[src/sv/efq_pkg.sv]
// Shared constants, types and a helper function for the expiring FIFO queue.
package efq_pkg;

  localparam int unsigned DEPTH     = 16;
  localparam int unsigned PTR_W     = $clog2(DEPTH);
  localparam int unsigned CNT_W     = $clog2(DEPTH + 1);
  localparam int unsigned DATA_W    = 8;
  localparam int unsigned OUT_CNT_W = 5;

  typedef enum logic [1:0] {
    MODE_ENQ  = 2'd0,
    MODE_DEQ  = 2'd1,
    MODE_TICK = 2'd2,
    MODE_NOP  = 2'd3
  } efq_mode_e;

  typedef struct packed {
    logic [DATA_W-1:0] patience;
    logic [DATA_W-1:0] service;
  } efq_entry_t;

  typedef struct packed {
    logic                 out_valid;
    logic [DATA_W-1:0]    patience_out;
    logic [DATA_W-1:0]    service_out;
    logic [OUT_CNT_W-1:0] expired_count;
    logic [OUT_CNT_W-1:0] occupancy;
    logic                 is_empty;
    logic                 overflow;
  } efq_res_t;

  // Commands from the controller to the datapath.
  typedef struct packed {
    logic start;
    logic walk;
    logic load_out;
  } efq_cmd_t;

  // Status from the datapath to the controller.
  typedef struct packed {
    logic walk_done;
  } efq_sts_t;

  // Circular pointer increment that wraps at the queue depth.
  function automatic logic [PTR_W-1:0] efq_next(input logic [PTR_W-1:0] ptr);
    logic [PTR_W-1:0] nxt;
    if (ptr == PTR_W'(DEPTH - 1)) begin
      nxt = '0;
    end else begin
      nxt = ptr + PTR_W'(1);
    end
    return nxt;
  endfunction

endpackage

[src/sv/efq_if.sv]
// Valid/ready channel interfaces for the queue's operation and result transactions.
interface efq_in_if;
  logic       valid;
  logic       ready;
  logic [1:0] mode;
  logic [7:0] patience_in;
  logic [7:0] service_in;

  modport source (output valid, output mode, output patience_in, output service_in,
                  input ready);
  modport sink (input valid, input mode, input patience_in, input service_in,
                output ready);
endinterface

interface efq_out_if;
  logic       valid;
  logic       ready;
  logic       out_valid;
  logic [7:0] patience_out;
  logic [7:0] service_out;
  logic [4:0] expired_count;
  logic [4:0] occupancy;
  logic       is_empty;
  logic       overflow;

  modport source (output valid, output out_valid, output patience_out,
                  output service_out, output expired_count, output occupancy,
                  output is_empty, output overflow, input ready);
  modport sink (input valid, input out_valid, input patience_out, input service_out,
                input expired_count, input occupancy, input is_empty, input overflow,
                output ready);
endinterface

[src/sv/efq_ctrl.sv]
// Sequencing state machine for the expiring FIFO queue.
module efq_ctrl import efq_pkg::*; (
  input  logic     clk_i,
  input  logic     rst_ni,
  input  logic     in_valid_i,
  input  logic [1:0] in_mode_i,
  output logic     in_ready_o,
  output logic     out_valid_o,
  input  logic     out_ready_i,
  input  efq_sts_t sts_i,
  output efq_cmd_t cmd_o
);

  typedef enum logic [1:0] {
    ST_IDLE,
    ST_WALK,
    ST_FINISH
  } state_e;

  state_e state_q, state_d;
  logic   out_valid_q, out_valid_d;
  logic   slot_free;

  assign slot_free = !out_valid_q || out_ready_i;

  always_comb begin
    cmd_o.start    = (state_q == ST_IDLE) && in_valid_i;
    cmd_o.walk     = (state_q == ST_WALK);
    cmd_o.load_out = (state_q == ST_FINISH) && slot_free;
  end

  always_comb begin
    state_d     = state_q;
    out_valid_d = out_valid_q;
    if (out_ready_i) begin
      out_valid_d = 1'b0;
    end
    unique case (state_q)
      ST_IDLE: begin
        if (in_valid_i) begin
          if (efq_mode_e'(in_mode_i) == MODE_TICK) begin
            state_d = ST_WALK;
          end else begin
            state_d = ST_FINISH;
          end
        end
      end
      ST_WALK: begin
        if (sts_i.walk_done) begin
          state_d = ST_FINISH;
        end
      end
      ST_FINISH: begin
        if (slot_free) begin
          out_valid_d = 1'b1;
          state_d     = ST_IDLE;
        end
      end
      default: state_d = ST_IDLE;
    endcase
  end

  always_ff @(posedge clk_i or negedge rst_ni) begin
    if (!rst_ni) begin
      state_q     <= ST_IDLE;
      out_valid_q <= 1'b0;
    end else begin
      state_q     <= state_d;
      out_valid_q <= out_valid_d;
    end
  end

  assign in_ready_o  = (state_q == ST_IDLE);
  assign out_valid_o = out_valid_q;

`ifndef NO_ASSERTIONS
  // A finished result is never dropped: the output slot fills on the cycle after loading.
  a_load_fills_slot: assert property (@(posedge clk_i) disable iff (!rst_ni)
    cmd_o.load_out |=> out_valid_q)
    else $error("efq_ctrl: loaded result did not appear on the output");
`endif

endmodule

[src/sv/efq_dpath.sv]
// Entry memory, pointers, compaction walk and result register of the queue.
module efq_dpath import efq_pkg::*; (
  input  logic        clk_i,
  input  logic        rst_ni,
  input  efq_cmd_t    cmd_i,
  output efq_sts_t    sts_o,
  input  logic [1:0]  mode_i,
  input  logic [7:0]  patience_i,
  input  logic [7:0]  service_i,
  output efq_res_t    res_o
);

  efq_entry_t mem_q [DEPTH];
  efq_entry_t rd_data_q;

  logic [PTR_W-1:0] head_q, head_d, tail_q, tail_d;
  logic [PTR_W-1:0] rd_ptr_q, rd_ptr_d, wr_ptr_q, wr_ptr_d;
  logic [CNT_W-1:0] count_q, count_d;
  logic [CNT_W-1:0] issued_q, issued_d, kept_q, kept_d, expired_q, expired_d;
  logic             pend_q, pend_d;
  logic             res_valid_q, res_valid_d;
  logic             ovf_q, ovf_d;
  efq_res_t         out_q, out_d;

  logic             we, re;
  logic [PTR_W-1:0] waddr, raddr;
  efq_entry_t       wdata;
  logic             full, issue, walk_done;

  assign full      = (count_q == CNT_W'(DEPTH));
  assign issue     = (issued_q != count_q);
  assign walk_done = !issue && !pend_q;
  assign sts_o.walk_done = walk_done;

  always_comb begin
    head_d      = head_q;
    tail_d      = tail_q;
    count_d     = count_q;
    rd_ptr_d    = rd_ptr_q;
    wr_ptr_d    = wr_ptr_q;
    issued_d    = issued_q;
    kept_d      = kept_q;
    expired_d   = expired_q;
    pend_d      = pend_q;
    res_valid_d = res_valid_q;
    ovf_d       = ovf_q;
    we          = 1'b0;
    re          = 1'b0;
    waddr       = tail_q;
    raddr       = head_q;
    wdata       = '{patience: patience_i, service: service_i};

    if (cmd_i.start) begin
      expired_d   = '0;
      res_valid_d = 1'b0;
      ovf_d       = 1'b0;
      unique case (efq_mode_e'(mode_i))
        MODE_ENQ: begin
          if (full) begin
            ovf_d = 1'b1;
          end else begin
            we      = 1'b1;
            tail_d  = efq_next(tail_q);
            count_d = count_q + CNT_W'(1);
          end
        end
        MODE_DEQ: begin
          if (count_q != '0) begin
            re          = 1'b1;
            res_valid_d = 1'b1;
            head_d      = efq_next(head_q);
            count_d     = count_q - CNT_W'(1);
          end
        end
        MODE_TICK: begin
          rd_ptr_d = head_q;
          wr_ptr_d = head_q;
          issued_d = '0;
          kept_d   = '0;
          pend_d   = 1'b0;
        end
        MODE_NOP: begin
        end
        default: begin
        end
      endcase
    end

    if (cmd_i.walk) begin
      // Read the next entry while the previous one is aged and written back behind it.
      pend_d = issue;
      if (issue) begin
        re       = 1'b1;
        raddr    = rd_ptr_q;
        rd_ptr_d = efq_next(rd_ptr_q);
        issued_d = issued_q + CNT_W'(1);
      end
      if (pend_q) begin
        if (rd_data_q.patience <= DATA_W'(1)) begin
          expired_d = expired_q + CNT_W'(1);
        end else begin
          we       = 1'b1;
          waddr    = wr_ptr_q;
          wdata    = '{patience: rd_data_q.patience - DATA_W'(1),
                       service:  rd_data_q.service};
          wr_ptr_d = efq_next(wr_ptr_q);
          kept_d   = kept_q + CNT_W'(1);
        end
      end
      if (walk_done) begin
        tail_d  = wr_ptr_q;
        count_d = kept_q;
      end
    end
  end

  always_comb begin
    out_d = out_q;
    if (cmd_i.load_out) begin
      out_d.out_valid     = res_valid_q;
      out_d.patience_out  = res_valid_q ? rd_data_q.patience : '0;
      out_d.service_out   = res_valid_q ? rd_data_q.service : '0;
      out_d.expired_count = OUT_CNT_W'(expired_q);
      out_d.occupancy     = OUT_CNT_W'(count_q);
      out_d.is_empty      = (count_q == '0);
      out_d.overflow      = ovf_q;
    end
  end

  always_ff @(posedge clk_i) begin
    if (we) begin
      mem_q[waddr] <= wdata;
    end
    if (re) begin
      rd_data_q <= mem_q[raddr];
    end
    out_q <= out_d;
  end

  always_ff @(posedge clk_i or negedge rst_ni) begin
    if (!rst_ni) begin
      head_q      <= '0;
      tail_q      <= '0;
      count_q     <= '0;
      rd_ptr_q    <= '0;
      wr_ptr_q    <= '0;
      issued_q    <= '0;
      kept_q      <= '0;
      expired_q   <= '0;
      pend_q      <= 1'b0;
      res_valid_q <= 1'b0;
      ovf_q       <= 1'b0;
    end else begin
      head_q      <= head_d;
      tail_q      <= tail_d;
      count_q     <= count_d;
      rd_ptr_q    <= rd_ptr_d;
      wr_ptr_q    <= wr_ptr_d;
      issued_q    <= issued_d;
      kept_q      <= kept_d;
      expired_q   <= expired_d;
      pend_q      <= pend_d;
      res_valid_q <= res_valid_d;
      ovf_q       <= ovf_d;
    end
  end

  assign res_o = out_q;

`ifndef NO_ASSERTIONS
  a_count_bound: assert property (@(posedge clk_i) disable iff (!rst_ni)
    count_q <= CNT_W'(DEPTH))
    else $error("efq_dpath: entry count above queue depth");

  a_walk_balance: assert property (@(posedge clk_i) disable iff (!rst_ni)
    cmd_i.walk |-> ({1'b0, kept_q} + {1'b0, expired_q}) <= {1'b0, issued_q})
    else $error("efq_dpath: walk retired more entries than it read");

  a_enq_grows: assert property (@(posedge clk_i) disable iff (!rst_ni)
    (cmd_i.start && efq_mode_e'(mode_i) == MODE_ENQ && !full)
      |=> count_q == $past(count_q) + CNT_W'(1))
    else $error("efq_dpath: accepted enqueue did not add an entry");

  a_walk_keeps: assert property (@(posedge clk_i) disable iff (!rst_ni)
    (cmd_i.walk && walk_done) |=> count_q <= $past(count_q))
    else $error("efq_dpath: compaction grew the queue");
`endif

endmodule

[src/sv/expiring_fifo_queue.sv]
// Top level of the expiring FIFO queue: controller and datapath joined by commands and status.
//
//   Channel  Direction  Transaction carries
//   in_i     sink       mode, patience_in, service_in (enqueue, dequeue or tick)
//   out_o    source     out_valid, patience_out, service_out, expired_count,
//                       occupancy, is_empty, overflow
//
// An enqueue, a dequeue or an idle mode loads its result straight after acceptance,
// once the output slot is free. A tick reads its entries one by one through the single
// read port, ages the last entry read, closes the walk and then loads its result; a tick
// on an empty queue closes its walk at once. After reset the queue is empty and an
// operation can be accepted at once. Input is accepted whenever the sequencer is idle,
// even while an earlier result waits on the output; a stalled output holds the
// finished result of the next operation in the sequencer until the output slot frees.
module expiring_fifo_queue import efq_pkg::*; (
  input  logic clk_i,
  input  logic rst_ni,
  efq_in_if.sink    in_i,
  efq_out_if.source out_o
);

  efq_cmd_t cmd;
  efq_sts_t sts;
  efq_res_t res;

  // The controller sequences each transaction: it accepts one operation, runs the
  // tick walk when needed and hands the result to the output register.
  efq_ctrl u_ctrl (
    .clk_i       (clk_i),
    .rst_ni      (rst_ni),
    .in_valid_i  (in_i.valid),
    .in_mode_i   (in_i.mode),
    .in_ready_o  (in_i.ready),
    .out_valid_o (out_o.valid),
    .out_ready_i (out_o.ready),
    .sts_i       (sts),
    .cmd_o       (cmd)
  );

  // The datapath holds the circular entry memory, its head and tail pointers, the
  // entry count and the registered result.
  efq_dpath u_dpath (
    .clk_i      (clk_i),
    .rst_ni     (rst_ni),
    .cmd_i      (cmd),
    .sts_o      (sts),
    .mode_i     (in_i.mode),
    .patience_i (in_i.patience_in),
    .service_i  (in_i.service_in),
    .res_o      (res)
  );

  assign out_o.out_valid     = res.out_valid;
  assign out_o.patience_out  = res.patience_out;
  assign out_o.service_out   = res.service_out;
  assign out_o.expired_count = res.expired_count;
  assign out_o.occupancy     = res.occupancy;
  assign out_o.is_empty      = res.is_empty;
  assign out_o.overflow      = res.overflow;

endmodule

[src/flat_wrapper.sv]
// flat-port wrapper written by rule: the top's interface ports become plain ports
module expiring_fifo_queue_flat import efq_pkg::*;
  (clk_i, rst_ni, in_i_valid, in_i_mode, in_i_patience_in, in_i_service_in, in_i_ready, out_o_valid, out_o_out_valid, out_o_patience_out, out_o_service_out, out_o_expired_count, out_o_occupancy, out_o_is_empty, out_o_overflow, out_o_ready);
  efq_in_if in_i_i ();
  efq_out_if out_o_i ();
  input  logic clk_i;
  input  logic rst_ni;
  input wire logic [$bits(in_i_i.valid)-1:0] in_i_valid;
  input wire logic [$bits(in_i_i.mode)-1:0] in_i_mode;
  input wire logic [$bits(in_i_i.patience_in)-1:0] in_i_patience_in;
  input wire logic [$bits(in_i_i.service_in)-1:0] in_i_service_in;
  output wire logic [$bits(in_i_i.ready)-1:0] in_i_ready;
  output wire logic [$bits(out_o_i.valid)-1:0] out_o_valid;
  output wire logic [$bits(out_o_i.out_valid)-1:0] out_o_out_valid;
  output wire logic [$bits(out_o_i.patience_out)-1:0] out_o_patience_out;
  output wire logic [$bits(out_o_i.service_out)-1:0] out_o_service_out;
  output wire logic [$bits(out_o_i.expired_count)-1:0] out_o_expired_count;
  output wire logic [$bits(out_o_i.occupancy)-1:0] out_o_occupancy;
  output wire logic [$bits(out_o_i.is_empty)-1:0] out_o_is_empty;
  output wire logic [$bits(out_o_i.overflow)-1:0] out_o_overflow;
  input wire logic [$bits(out_o_i.ready)-1:0] out_o_ready;
  assign in_i_i.valid = in_i_valid;
  assign in_i_i.mode = in_i_mode;
  assign in_i_i.patience_in = in_i_patience_in;
  assign in_i_i.service_in = in_i_service_in;
  assign in_i_ready = in_i_i.ready;
  assign out_o_valid = out_o_i.valid;
  assign out_o_out_valid = out_o_i.out_valid;
  assign out_o_patience_out = out_o_i.patience_out;
  assign out_o_service_out = out_o_i.service_out;
  assign out_o_expired_count = out_o_i.expired_count;
  assign out_o_occupancy = out_o_i.occupancy;
  assign out_o_is_empty = out_o_i.is_empty;
  assign out_o_overflow = out_o_i.overflow;
  assign out_o_i.ready = out_o_ready;
  expiring_fifo_queue u_core (.clk_i(clk_i), .rst_ni(rst_ni), .in_i(in_i_i), .out_o(out_o_i));
endmodule
[config.mk]
export PLATFORM = sky130hd
export DESIGN_NAME = expiring_fifo_queue_flat
export DESIGN_NICKNAME = d
export VERILOG_FILES = /design/src/sv/efq_pkg.sv /design/src/sv/efq_if.sv /design/src/sv/efq_ctrl.sv /design/src/sv/efq_dpath.sv /design/src/sv/expiring_fifo_queue.sv /design/src/flat_wrapper.sv
export SDC_FILE = /design/constraint.sdc
export NUM_CORES = 1
export LEC_CHECK = 0
export ABC_AREA = 0
export BUFFER_PORTS_ARGS = -buffer_cell sky130_fd_sc_hd__buf_2
export CAP_MARGIN = 30
export CORE_UTILIZATION = 40
export CTS_CLUSTER_SIZE = 24
export DETAILED_ROUTE_END_ITERATION = 7
export GPL_TIMING_DRIVEN = 0
export MAX_ROUTING_LAYER = met4
export PLACE_DENSITY = 0.59
export SETUP_SLACK_MARGIN = 0.1
export SLEW_MARGIN = 20
export SYNTH_ARGS = -nofsm -noshare
export SYNTH_HDL_FRONTEND = slang
export SYNTH_HIERARCHICAL = 1
export SYNTH_SLANG_ARGS = --single-unit
[constraint.sdc]
create_clock -name clk_i -period 10 [get_ports clk_i]
set_input_delay 1 -clock clk_i [delete_from_list [all_inputs] [get_ports clk_i]]
set_output_delay 1 -clock clk_i [all_outputs]
set_load 0.02 [all_outputs]
==> metrics.md, run 1 <==
| Metric | Value |
|---|---|
| Final period util | `between 40% and 50%` |
| Multi-input logic area | `~6600 sq um` |
| Register area share after synthesis | `a little under 60%` |
| Vias in the first global route | `between 10k and 15k` |
| Final hold slack | `between 0.3 and 0.4 ns` |
| P_leak | `6.83 nW` |
| Place WS | `5.63 ns` |
| CP startpoint kind | `flip-flop` |
| Root cell of the clock tree | `clkbuf_16` |
| Seq cells post-synth | `343` |
| Total number of yosys warnings | `6` |
| 1st-iter DRT viols | `1331` |
| Global-route wire length before repair | `about 80000 um` |
| Pwr dens | `~310 nW/um^2` |
| Fin area | `slightly below 20000 sq um` |
| GRT overflow | `0` |
| Hold-fix buffers, CTS | `0` |
| Antenna violations before repair | `2` |
| Routability congestion estimate | `0.910` |
| Total area of sequential cells | `between 10000 and 15000 sq um` |
| H-tree Lvls | `2` |
| Clk_lat worst skew | `roughly 0.57 ns` |
| Hold WC Path Type | `in2async` |
| Clock buffer depth | `3` |
| R2r setup slk | `around 5.4 ns` |
| Number of remaining DRC errors | `0` |
| Unrepaired setup endpoints after global routing | `false` |
| Max IR drop VDD | `about 120 uV` |
| Mapped Nets | `1430` |
| Final Hold Vio Count | `0` |
| CTS sink cnt | `approximately 340` |
| Reg-to-Reg Start | `u_core/u_dpath/count_q[1]` |
| Most common cell after layout, fill and taps aside | `edfxtp_1` |
| Cell Int Power | `between 3 and 4 mW` |
| Cell Area, Placed | `roughly 18000 sq um` |
| CP Capture Type | `flip-flop` |
| Outcome | `completed` |
| Critical path class | `reg2reg` |
| Share of cells above drive strength 1 | `between 10 and 15%` |
| Synth Cell Area | `~17000 sq um` |
| Synth Instances | `~1.4k` |
| Top cell type by total area after synthesis | `edfxtp_1` |
| Reg2reg path depth | `9` |
| HPWL after DPL | `37500 um` |
| Clock Power Share | `roughly 22%` |
| CTS tree | `done` |
| Chip height | `about 210 um` |
| Final Max Tran Viols | `0` |
| Core area | `roughly 42000 sq um` |
| GRT Util Overall | `about a quarter` |
| Final clock skew | `roughly 0.027 ns` |
| I/O pin count | `53` |
| Final setup TNS | `0 ns` |
| DR pass1 iterations | `5` |
| Layout Nets | `1550` |
| Starting Density | `just over 40%` |
| Largest net degree at the start of global routing | `26` |
| Post-CTS setup buffers | `0` |
| Worst R2R End | `u_core/u_dpath/rd_data_q[8]` |
| Required @ worst endpoint | `between 10 and 15 ns` |
| CP peak stage delay | `between 0.9 and 1 ns` |
| Critical-path cell list | `inv_2 -> o221ai_1 -> o31ai_1 -> buf_2 -> a311oi_1 -> inv_1 -> clkbuf_1 -> a221oi_1 -> nand4_1` |
| Logic pwr share | `between 40 and 50%` |
| Vias | `around 13k` |
| Crit path max-delay cell type | `a221oi_1` |
| Fill cell count | `3674` |
| Die area | `roughly 43000 sq um` |
| Clock Pin Slew Worst Setup and Hold Paths | `0.06 ns` |
| Rel. slew slack | `between 30% and 40%` |
| Post-CTS sizing | `0` |
| Die Wd | `approximately 210 um` |
| Async S/R FF share, synth | `between 10% and 20%` |
| Synthesis-to-finish area growth | `15.3%` |
| Post-route minimum period | `4.57 ns` |
| Data arrival, critical path | `4.83 ns` |
| Vias per inst | `~6.3` |
| # rows | `75` |
| Final setup viols | `0` |
| Most frequent cells in the layout | `edfxtp_1, mux2i_1, nor2_1` |
| Final Worst Setup Slack | `between 5 and 6 ns` |
| Final WL | `~54000 um` |
| Post-route ant nets | `0` |
| Final core area utilization | `between 40% and 50%` |
| Worst-margin pin slew | `around 1 ns` |
| Fmax | `about 0.22 GHz` |
| Yosys top cell area share | `approximately 53%` |
| WL per Instance | `around 26 um` |
| Number of max-cap violations | `0` |
| Port bufs | `52` |
| Ranking of synthesized cells by area | `edfxtp_1, mux2i_1, dfrtp_1` |
| Sequential fraction of design power | `33.7%` |
| Total CTS buffers | `40` |
| Sw Pwr | `2.49 mW` |
| Post-synth EDFFs | `301` |
| Most common flop cell mapped by yosys | `edfxtp_1` |
| Mean Syn Cell Area | `12.2 sq um` |
| Net Sw Frac | `roughly two fifths` |
| Crit path max fanout | `10` |
| Unique cell type count in the Yosys netlist | `between 60 and 70` |
-- how the worst max path moves through the flow --
stage / start / to / slack (ns)
after floorplan: in_i_valid / u_core/u_dpath/mem_q[13][0] / 6.35
after global placement: in_i_valid / u_core/u_dpath/mem_q[6][6] / 4.65
after detailed placement: u_core/u_dpath/count_q[1] / u_core/u_dpath/rd_data_q[11] / 5.63
after CTS: u_core/u_ctrl/state_q[0] / u_core/u_dpath/rd_data_q[15] / 5.62
after global routing: u_core/u_ctrl/state_q[0] / u_core/u_dpath/rd_data_q[2] / 5.38
final: u_core/u_dpath/count_q[1] / u_core/u_dpath/rd_data_q[8] / 5.43
-- state kept, by name, summed over array words and instances (netlist names) --
register	cells
u_core/u_dpath/rd_ptr_q	4
u_core/u_dpath/mem_q	256
u_core/u_ctrl/state_q	2
u_core/u_dpath/rd_data_q	16
u_core/u_dpath/res_valid_q	1
u_core/u_dpath/pend_q	1
u_core/u_dpath/expired_q	5
u_core/u_ctrl/out_valid_o	1
u_core/u_dpath/kept_q	5
u_core/u_dpath/issued_q	5
u_core/u_dpath/res_o	29
u_core/u_dpath/wr_ptr_q	4
u_core/u_dpath/tail_q	4
u_core/u_dpath/head_q	4
u_core/u_dpath/count_q	5
u_core/u_dpath/ovf_q	1
-- metrics by stage --
| step | cells | power, mW |
|---|---|---|
| 2_1_floorplan | 1397 | 3.64 |
| 3_3_place_gp | 1988 | 4.53 |
| 3_5_place_dp | 2011 | 4.65 |
| 4_1_cts | 2083 | 5.98 |
| 5_1_grt | 2087 | 6.27 |
| 6_report | 2087 | 6.01 |
-- worst max-delay path: cells and delay by family, from the launching register on --
family | cells | cell delay [ns]
simple gates | 1 | 0.17
buf+inv | 4 | 0.98
compound gates | 4 | 2.56
flops | 1 | 0.55
-- cells in the mapped netlist, types with 6 or more instances --
cell       instances
edfxtp_1         301
mux2i_1          129
nor2_1           124
nand2_1          107
a221oi_1          81
clkbuf_1          66
a21oi_1           57
o21ai_0           54
o2bb2ai_1         53
dfrtp_1           42
o22a_1            31
a221o_1           30
a31oi_1           26
o31ai_1           24
and2_1            21
inv_1             19
nand3_1           19
nand4_1           19
buf_2             17
a31o_2            15
buf_1             15
nand2b_1          12
nor2b_1           12
ha_1              11
nor3_1            11
xnor2_1            8
nor3b_1            7
a311oi_1           6
nor4_1             6
or2_2              6
-- logic make-up after synthesis --
| kind of cell | share of synthesized area [%] |
|---|---|
| buf+inv | 2.87 |
| flops | 59.3 |
| xor+xnor | 0.713 |
| simple gates | 10.4 |
| mux | 7.85 |
| compound gates | 18.1 |
| fa+ha+maj | 0.808 |
-- cell type report --
class | instances | area share, %
sequential | 343 | 51.4
clock inverter | 22 | 0.650
timing repair buffer | 78 | 3.00
clock buffer | 50 | 5.34
buffer | 101 | 2.10
multi-input combinational | 933 | 33.7
tap | 539 | 3.44
antenna | 1 | 0.0127
inverter | 20 | 0.382
-- per-layer routing --
layer	wire length (um)	global-route usage, %	vias to the layer above
li1	-	-	5783
met1	22300	33.6	6625
met2	25200	39.5	633
met3	5070	5.10	87
met4	1520	8.71	0
met5	0	-	-
-- power by group through the flow --
stage	Clock (mW)	Sequential, mW	Combinational [mW]
floorplan	0	2.04	1.60
global placement	0	2.06	2.47
detailed placement	0	2.05	2.60
CTS	1.35	2.02	2.61
global route	1.41	2.05	2.81
finish	1.33	2.03	2.66
Note: power is estimated with default switching activity, not from simulation.
==> run 2, diff against run 1 <==
- PLACE_DENSITY: 0.59 -> 0.61
- clock period: 10 -> 4.1 ns (I/O delays scaled with it)
==> metrics.md, run 2 (synthesis results as in run 1) <==
| Metric | Value |
|---|---|
| Chip height | `roughly 210 um` |
| Critical path class | `reg2reg` |
| Final non-filler cell total | `2090` |
| Clock Pin Slew Worst Setup and Hold Paths | `0.06 ns` |
| GRT Util Overall | `between 20 and 30%` |
| Hold Path Depth | `2` |
| Critical hold path startpoint | `out_o_ready` |
| Pwr dens | `~750 nW/um^2` |
| Final WL | `54800 um` |
| Rel. slew slack | `between 30% and 40%` |
| CP startpoint kind | `flip-flop` |
| Vias | `between 10k and 15k` |
| Ant diodes | `0` |
| Layout Nets | `~1.6k` |
| HPWL after DPL | `between 30000 and 40000 um` |
| Unrepaired setup endpoints after global routing | `true` |
| Final Hold Vio Count | `0` |
| I/O pin count | `53` |
| R2r setup slk | `about 0.15 ns` |
| Post-route ant nets | `0` |
| Number of remaining DRC errors | `0` |
| Core area | `between 40000 and 50000 sq um` |
| Hold path endpoint | `u_core/u_ctrl/out_valid_o` |
| Reg2reg path depth | `9` |
| Largest net degree at the start of global routing | `26` |
| P_leak | `between 6 and 7 nW` |
| GRT overflow | `0` |
| Die area | `roughly 43000 sq um` |
| Fmax | `roughly 0.25 GHz` |
| Total CTS buffers | `39` |
| Sw Pwr | `between 6 and 7 mW` |
| Multi-input logic area | `around 6700 sq um` |
| Worst Setup SP | `u_core/u_dpath/head_q[0]` |
| Final period util | `between 90% and 100%` |
| Worst-margin pin slew | `around 1.0 ns` |
| Required @ worst endpoint | `4.34 ns` |
| Number of max-cap violations | `0` |
| Most frequent cells in the layout | `edfxtp_1, mux2i_1, nor2_1` |
| Cell Int Power | `between 8 and 9 mW` |
| Fill cell count | `between 3k and 4k` |
| H-tree Lvls | `2` |
| Final core area utilization | `a little under half` |
| Port bufs | `52` |
| Synthesis-to-finish area growth | `16.8%` |
| Clk_lat worst skew | `approximately 0.56 ns` |
| Total area of sequential cells | `between 10000 and 15000 sq um` |
| CP Capture Type | `flip-flop` |
| Clock buffer depth | `3` |
| Worst R2R End | `u_core/u_dpath/rd_data_q[1]` |
| Logic pwr share | `a little over two fifths` |
| CTS tree | `done` |
| Net Sw Frac | `41.2%` |
| Final clock skew | `around 0.014 ns` |
| Sequential fraction of design power | `roughly 33%` |
| Share of cells above drive strength 1 | `about 16%` |
| Final Worst Setup Slack | `approximately 0.15 ns` |
| CTS sink cnt | `about 340` |
| Largest Register | `u_core/u_dpath/mem_q` |
| Antenna violations before repair | `0` |
| Place WS | `-0.231 ns` |
| DR pass1 iterations | `7` |
| Reg-to-Reg Start | `u_core/u_dpath/head_q[0]` |
| Outcome | `completed` |
| Global-route wire length before repair | `81600 um` |
| Post-route minimum period | `just under 4 ns` |
| Most common cell after layout, fill and taps aside | `edfxtp_1` |
| Final Max Tran Viols | `0` |
| Clock Power Share | `between 20% and 30%` |
| # rows | `75` |
| WL per Instance | `26.2 um` |
| Vias in the first global route | `approximately 13k` |
| Crit path max fanout | `10` |
| Max IR drop VDD | `about 300 uV` |
| Routability congestion estimate | `around 0.94` |
| Max FFs per register | `256` |
| Hold WC Path Type | `in2reg` |
| Data arrival, critical path | `4.19 ns` |
| Vias per inst | `about 6.3` |
| Die Wd | `between 200 and 250 um` |
| Root cell of the clock tree | `clkbuf_16` |
| Overall Power | `roughly 15 mW` |
| Starting Density | `40.6%` |
| Dpl cells | `between 2k and 2.5k` |
| 1st-iter DRT viols | `1433` |
| Final setup viols | `0` |
## run 2: cell count changes in the layout (fill, tap and decap cells not counted), sizes merged
| cell | change |
|---|---|
| clkinv | -7 |
| inv | +1 |
| buf | +8 |
| dlygate4sd3 | +1 |
| clkbuf | -2 |
| clkinvlp | +1 |
| diode | -1 |
| bufinv | +2 |
## run 2: worst max-delay path, cell delays in order, from the launching register on
cell and delay [ns]:
dfrtp_1 0.35, clkbuf_1 0.42, buf_1 0.62, clkbuf_1 0.84, mux2i_1 0.28, nor2_1 0.06, a21oi_1 0.13, a31oi_1 0.10
a221oi_1 0.55, nand4_1 0.28
## run 2: power groups by stage
stage,sequential [mW],combinational (mW),clock [mW]
after floorplan,4.99,3.90,0
after global placement,5.02,5.95,0
after detailed placement,5.01,6.28,0
after CTS,4.94,6.35,3.41
after global routing,5.00,6.92,3.55
final,4.95,6.54,3.37
## run 2: per-layer routing
layer / global-route usage [%] / wire [um] / vias to the layer above / share of wire, %
met5: - / 0 / - / 0
li1: - / - / 5794 / -
met1: 34.0 / 22700 / 6622 / 41
met4: 9.12 / 1790 / 0 / 3.3
met3: 5.62 / 5130 / 119 / 9.4
met2: 39.7 / 25200 / 619 / 46
## run 2: what timing repair did
action | CTS | global route
hold endpoints to repair | 19 | 0
setup buffers | 0 | 10
setup endpoints to repair | 284 | 282
pin swaps | 0 | 8
hold buffers | 1 | 0
resized for setup | 10 | 29
## run 2: layout make-up
cell class | instances | area share (%)
clock inverter | 19 | 0.736
clock buffer | 49 | 5.30
inverter | 20 | 0.378
multi-input combinational | 933 | 33.7
buffer | 101 | 2.14
tap | 539 | 3.39
timing repair buffer | 86 | 3.62
sequential | 343 | 50.7
## run 2: worst max path at each step
stage / endpoint / slack (ns) / cells after the start
2_1_floorplan: u_core/u_dpath/mem_q[10][0] / 0.80 / 7
3_3_place_gp: u_core/u_dpath/mem_q[4][9] / -0.79 / 8
3_5_place_dp: u_core/u_dpath/rd_data_q[1] / -0.23 / 10
4_1_cts: u_core/u_dpath/rd_data_q[1] / 0.03 / 10
5_1_grt: u_core/u_dpath/rd_data_q[1] / 0.005 / 9
6_report: u_core/u_dpath/rd_data_q[1] / 0.15 / 9
## run 2: through the flow
stage | instance area, sq um | TNS (ns) | hold WS (ns)
6_report | 19900 | 0 | 0.0682
2_1_floorplan | 17000 | 0 | 0.114
4_1_cts | 19600 | 0 | 0.0476
5_1_grt | 19900 | 0 | 0.0806
3_3_place_gp | 18000 | -205.23 | 0.437
3_5_place_dp | 18400 | -6.30 | 0.399
